<file path="src/rtl/spvc_pkg.sv">
// shared types and constants for the square path velocity command unit
// no dependencies; used by the top level, front, divider stage and back end
package spvc_pkg;

    localparam int RW         = 34;  // rotation entry, signed, Q28 scale
    localparam int EW         = 35;  // target, error and feed-forward width
    localparam int DIV_BITS   = 27;  // distance in whole metres
    localparam int DIV_STEPS  = 3;   // quotient bits per divider stage
    localparam int DIV_STAGES = DIV_BITS / DIV_STEPS;
    localparam int MILLI_BITS = 10;  // 1/1024 fraction of the distance

    localparam logic signed [RW-1:0] ONE_Q28 = 34'sh0_1000_0000;

    typedef logic [2:0][2:0][RW-1:0] rot_t;

    typedef struct packed {
        logic [DIV_BITS-1:0]   num;
        logic [6:0]            rem;
        logic [1:0]            quo;
        logic [MILLI_BITS-1:0] frac;
    } div_t;

    typedef struct packed {
        logic [31:0] pos_x;
        logic [31:0] pos_y;
        logic [31:0] pos_z;
        rot_t        rot;
    } geo_t;

    typedef enum logic [1:0] {
        REG_HOVER_ALT,
        REG_SIDE_LENGTH,
        REG_PATH_SPEED,
        REG_GAIN
    } cfg_reg_t;

    typedef enum logic [1:0] {
        SIDE_BOTTOM,
        SIDE_RIGHT,
        SIDE_TOP,
        SIDE_LEFT
    } side_t;

endpackage

</file>
<file path="src/rtl/spvc_div_stage.sv">
// one stage of the restoring divider: distance in metres by side length
// depends on spvc_pkg
module spvc_div_stage (
    input  logic           aclk,
    input  logic           aresetn,
    input  logic           en,
    input  logic [6:0]     side,
    input  logic           in_valid,
    input  spvc_pkg::div_t in_div,
    input  spvc_pkg::geo_t in_geo,
    output logic           out_valid,
    output spvc_pkg::div_t out_div,
    output spvc_pkg::geo_t out_geo
);

    logic           valid_reg;
    spvc_pkg::div_t div_reg;
    spvc_pkg::geo_t geo_reg;
    spvc_pkg::div_t div_next;

    always_comb begin
        logic [7:0] trial;
        logic       ge;
        div_next = in_div;
        for (int k = 0; k < spvc_pkg::DIV_STEPS; k++) begin
            trial = {div_next.rem, div_next.num[spvc_pkg::DIV_BITS-1]};
            ge    = (trial >= {1'b0, side});
            div_next.rem = ge ? 7'(trial - {1'b0, side}) : trial[6:0];
            div_next.quo = {div_next.quo[0], ge};
            div_next.num = {div_next.num[spvc_pkg::DIV_BITS-2:0], 1'b0};
        end
    end

    always_ff @(posedge aclk) begin
        if (!aresetn) begin
            valid_reg <= 1'b0;
        end else if (en) begin
            valid_reg <= in_valid;
        end
    end

    always_ff @(posedge aclk) begin
        if (en) begin
            div_reg <= div_next;
            geo_reg <= in_geo;
        end
    end

    assign out_valid = valid_reg;
    assign out_div   = div_reg;
    assign out_geo   = geo_reg;

endmodule

</file>
<file path="config.mk">
export PLATFORM = sky130hd
export DESIGN_NAME = spvc_div_stage
export DESIGN_NICKNAME = d
export VERILOG_FILES = /design/src/rtl/spvc_pkg.sv /design/src/rtl/spvc_div_stage.sv
export SDC_FILE = /design/constraint.sdc
export NUM_CORES = 1
export LEC_CHECK = 0
export BUFFER_PORTS_ARGS = -buffer_cell sky130_fd_sc_hd__buf_2
export CAP_MARGIN = 15
export CORE_AREA = 2 2 357 359
export CTS_CLUSTER_DIAMETER = 120
export DETAILED_ROUTE_END_ITERATION = 7
export DIE_AREA = 0 0 359 361
export GPL_ROUTABILITY_DRIVEN = 0
export GPL_TIMING_DRIVEN = 0
export PLACE_DENSITY = 0.33
export SKIP_LAST_GASP = 1
export SYNTH_ARGS = -nofsm -noshare
export SYNTH_HDL_FRONTEND = slang
export SYNTH_SLANG_ARGS = --single-unit
</file>
<file path="constraint.sdc">
create_clock -name aclk -period 14.8 [get_ports aclk]
set_clock_uncertainty 0.1 [all_clocks]
set_input_delay 1.48 -clock aclk [delete_from_list [all_inputs] [get_ports aclk]]
set_output_delay 1.48 -clock aclk [all_outputs]
set_load 0.01 [all_outputs]
</file>
==> impl_metrics.toml <==
[timing]
rsz0062_at_grt = "no"
fin_hold_ws_ns = 0.411
finalHoldViolCount = 0
setup_viol = 0
fmax_mhz = 145
period_minus_slack_ns = 6.92
period_share = 0.467
tns_ns = 0
slew_headroom = 0.374
finalMaxSlewViolations = 0
worst_slew_pin_slew_ns = 0.940

[setup_path]
worstReg2RegEnd = "out_valid"
reg2reg_setup_slack_ns = 14.11
cp-startpoint = "side[0]"
crit_family = "compound AO/OA/AOI/OAI gates"
cp.required_ns = 15.16
worstPathMaxFanout = 10
crit_cells = 25
setup.worst_path.start_class = "primary input"
reg2reg_depth = 2
slowest_delay_ns = 0.41
worstPathArrival_ns = 7.28
cp_num_buf_inv = 5
crit_type = "primary input to flip-flop"
cpMostUsedCell = "ha_1"
cpMaxStageDelayCell = "fa_1"
r2r_start = "out_valid"
crit_path_end_kind = "flip-flop"

[grt]
use_met1 = 0.103
grt_pass1_wl_um = 85400
gr-max-usage-layer = "met2"
grt_max_degree = 118
antenna_found_initial = 28
met3_usage = 0.0377
met2_usage = 0.165
grtUsageTotal = 0.0946
grt_remaining_overflow = 0
grt_pass1_vias = 10500

[yosys]
ys.flop_type = "edfxtp_1"
synth_edf_count = 445
yosys_warnings = 0
synthArstFlopShare = 0
ys_types = 53
ys_ff_latch = 446
ys_seq_area_frac = 0.908
syn_area_per_cell_um2 = 23.7
netlist_instances = 622
synthesis.area_um2 = 14700

[clocking]
cts_tree = "done"
cts_setup_buffers = 0
cts_buffers = 55
h-tree-depth = 2
cts.repair.resized = 0
clock_latency_ns = 0.66
clockBufferDepth = 3
hold_buffers = 0
path_clk_slew_ns = 0.06
root_buffer = "clkbuf_16"
clkSinkCount = 446

[routing]
vias = 9926
drt_iter0_markers = 589
ant_nets = 0
firstDrtPassIters = 4
wl_um = 64200
vias_per_cell = 3.02
wl_per_cell_um = 19.5
drc = 0

[job]
maxCapViolCount = 0

[power]
powerDensity_nw_per_um2 = 145
p_leak_nw = 9.42
ir_worst_vdd_mv = 0.0881

[die]
core_um2 = 125000
die_h_um = 361
start_util = 0.117
fp.dieW_um = 359
io_pins = 908
fp.dieArea_um2 = 130000
fp-row-count = 130

[worst_hold_path]
hold_depth = 2
holdPathEnd = "out_valid"
hold_path_class = "flip-flop to flip-flop"
holdCritStartpoint = "out_valid"

[outcome]
status = "completed"

[finish]
layout-drive-gt1-share = 0.615
num-fill-cells = 13700
area_delta_synth_final_pct = 57.4
most-common-layout-cells = "buf_2 (901), edfxtp_1 (445), clkbuf_16 (55)"
nNetsFinal = 2069
final_common_cell = "buf_2"

[placed_design]
dp_hpwl_um = 51900
io_buffers = 902
==> report_power, final <==
| part | internal, mW | switching (mW) | total, mW |
|---|---|---|---|
| Clock | 0.754 | 0.563 | 1.32 |
| Combinational | 0.198 | 0.283 | 0.481 |
| Sequential | 1.52 | 0.0349 | 1.55 |
==> worst register-to-register path, cell delays in order (launching register included) <==
cell	delay (ns)
dfxtp_1	0.31
mux2i_1	0.12
nor2b_1	0.06
==> per-layer routing <==
| layer | vias up | share of wire |
|---|---|---|
| met1 | 4864 | 0.37 |
| met5 | - | 0.00089 |
| met3 | 86 | 0.091 |
| met4 | 8 | 0.031 |
| met2 | 536 | 0.51 |
| li1 | 4432 | - |
==> worst max path at each step <==
stage               slack (ns)          end
global placement          4.93    out_valid
detailed placement        7.23  out_div[12]
global route              7.54  out_div[12]
CTS                       7.90  out_div[12]
finish                    7.88  out_div[12]
floorplan                 8.20  out_div[12]
==> cell families after synthesis <==
kind of cell,share of synthesized area
simple gates,0.0172
compound gates,0.0264
other cells,0.000255
flops,0.908
mux,0.0121
buf+inv,0.00892
xor+xnor,0.00476
fa+ha+maj,0.0219
==> stage by stage <==
step,setup slack [ns],power [mW],instances,util,instance area (µm²)
after CTS,7.90,3.44,3280,0.185,23200
final,7.88,3.35,3290,0.185,23200
after global routing,7.54,3.52,3282,0.185,23200
after detailed placement,7.23,2.07,3179,0.171,21400
after floorplan,8.20,1.79,624,-,14700
after global placement,4.93,2.09,3176,0.170,21300
==> flip-flops by register name (all words and copies together), names as in the netlist <==
signal,cells
out_valid,1
out_geo,402
out_div,43
==> cell type report <==
class,count,area [µm²],share of cell area
clock buffers,65,1410,0.0610
flip-flops and latches,446,13400,0.577
well taps,1650,2060,0.0890
multi-input cells,152,1220,0.0528
inverters,20,82.6,0.00356
plain buffers,6,48.8,0.00210
diodes,10,25.0,0.00108
repair buffers,905,4610,0.199
clock inverters,36,337,0.0145
==> Yosys cell counts, types with 2 or more instances <==
cell / number / area [µm²]
nand4_1: 3 / 18.8
o21a_1: 3 / 22.5
nand3_1: 5 / 25.0
a21boi_0: 4 / 30.0
o21ai_0: 8 / 40.0
mux2i_1: 10 / 100
ha_1: 21 / 263
o21ai_2: 2 / 17.5
mux2_2: 7 / 78.8
nor3b_1: 2 / 15.0
a21o_1: 2 / 15.0
o21ai_1: 3 / 15.0
inv_1: 18 / 67.6
a211oi_1: 3 / 22.5
edfxtp_1: 445 / 13400
nand2b_1: 3 / 18.8
fa_1: 3 / 60.1
o31a_1: 3 / 26.3
a31oi_1: 3 / 18.8
xor2_1: 2 / 17.5
nor3_1: 4 / 20.0
nand2_1: 11 / 41.3
nor2b_1: 6 / 37.5
buf_4: 4 / 30.0
nor2_1: 8 / 30.0
a21oi_1: 7 / 35.0
xnor2_1: 6 / 52.6
Power figures use the tool's default switching activity.
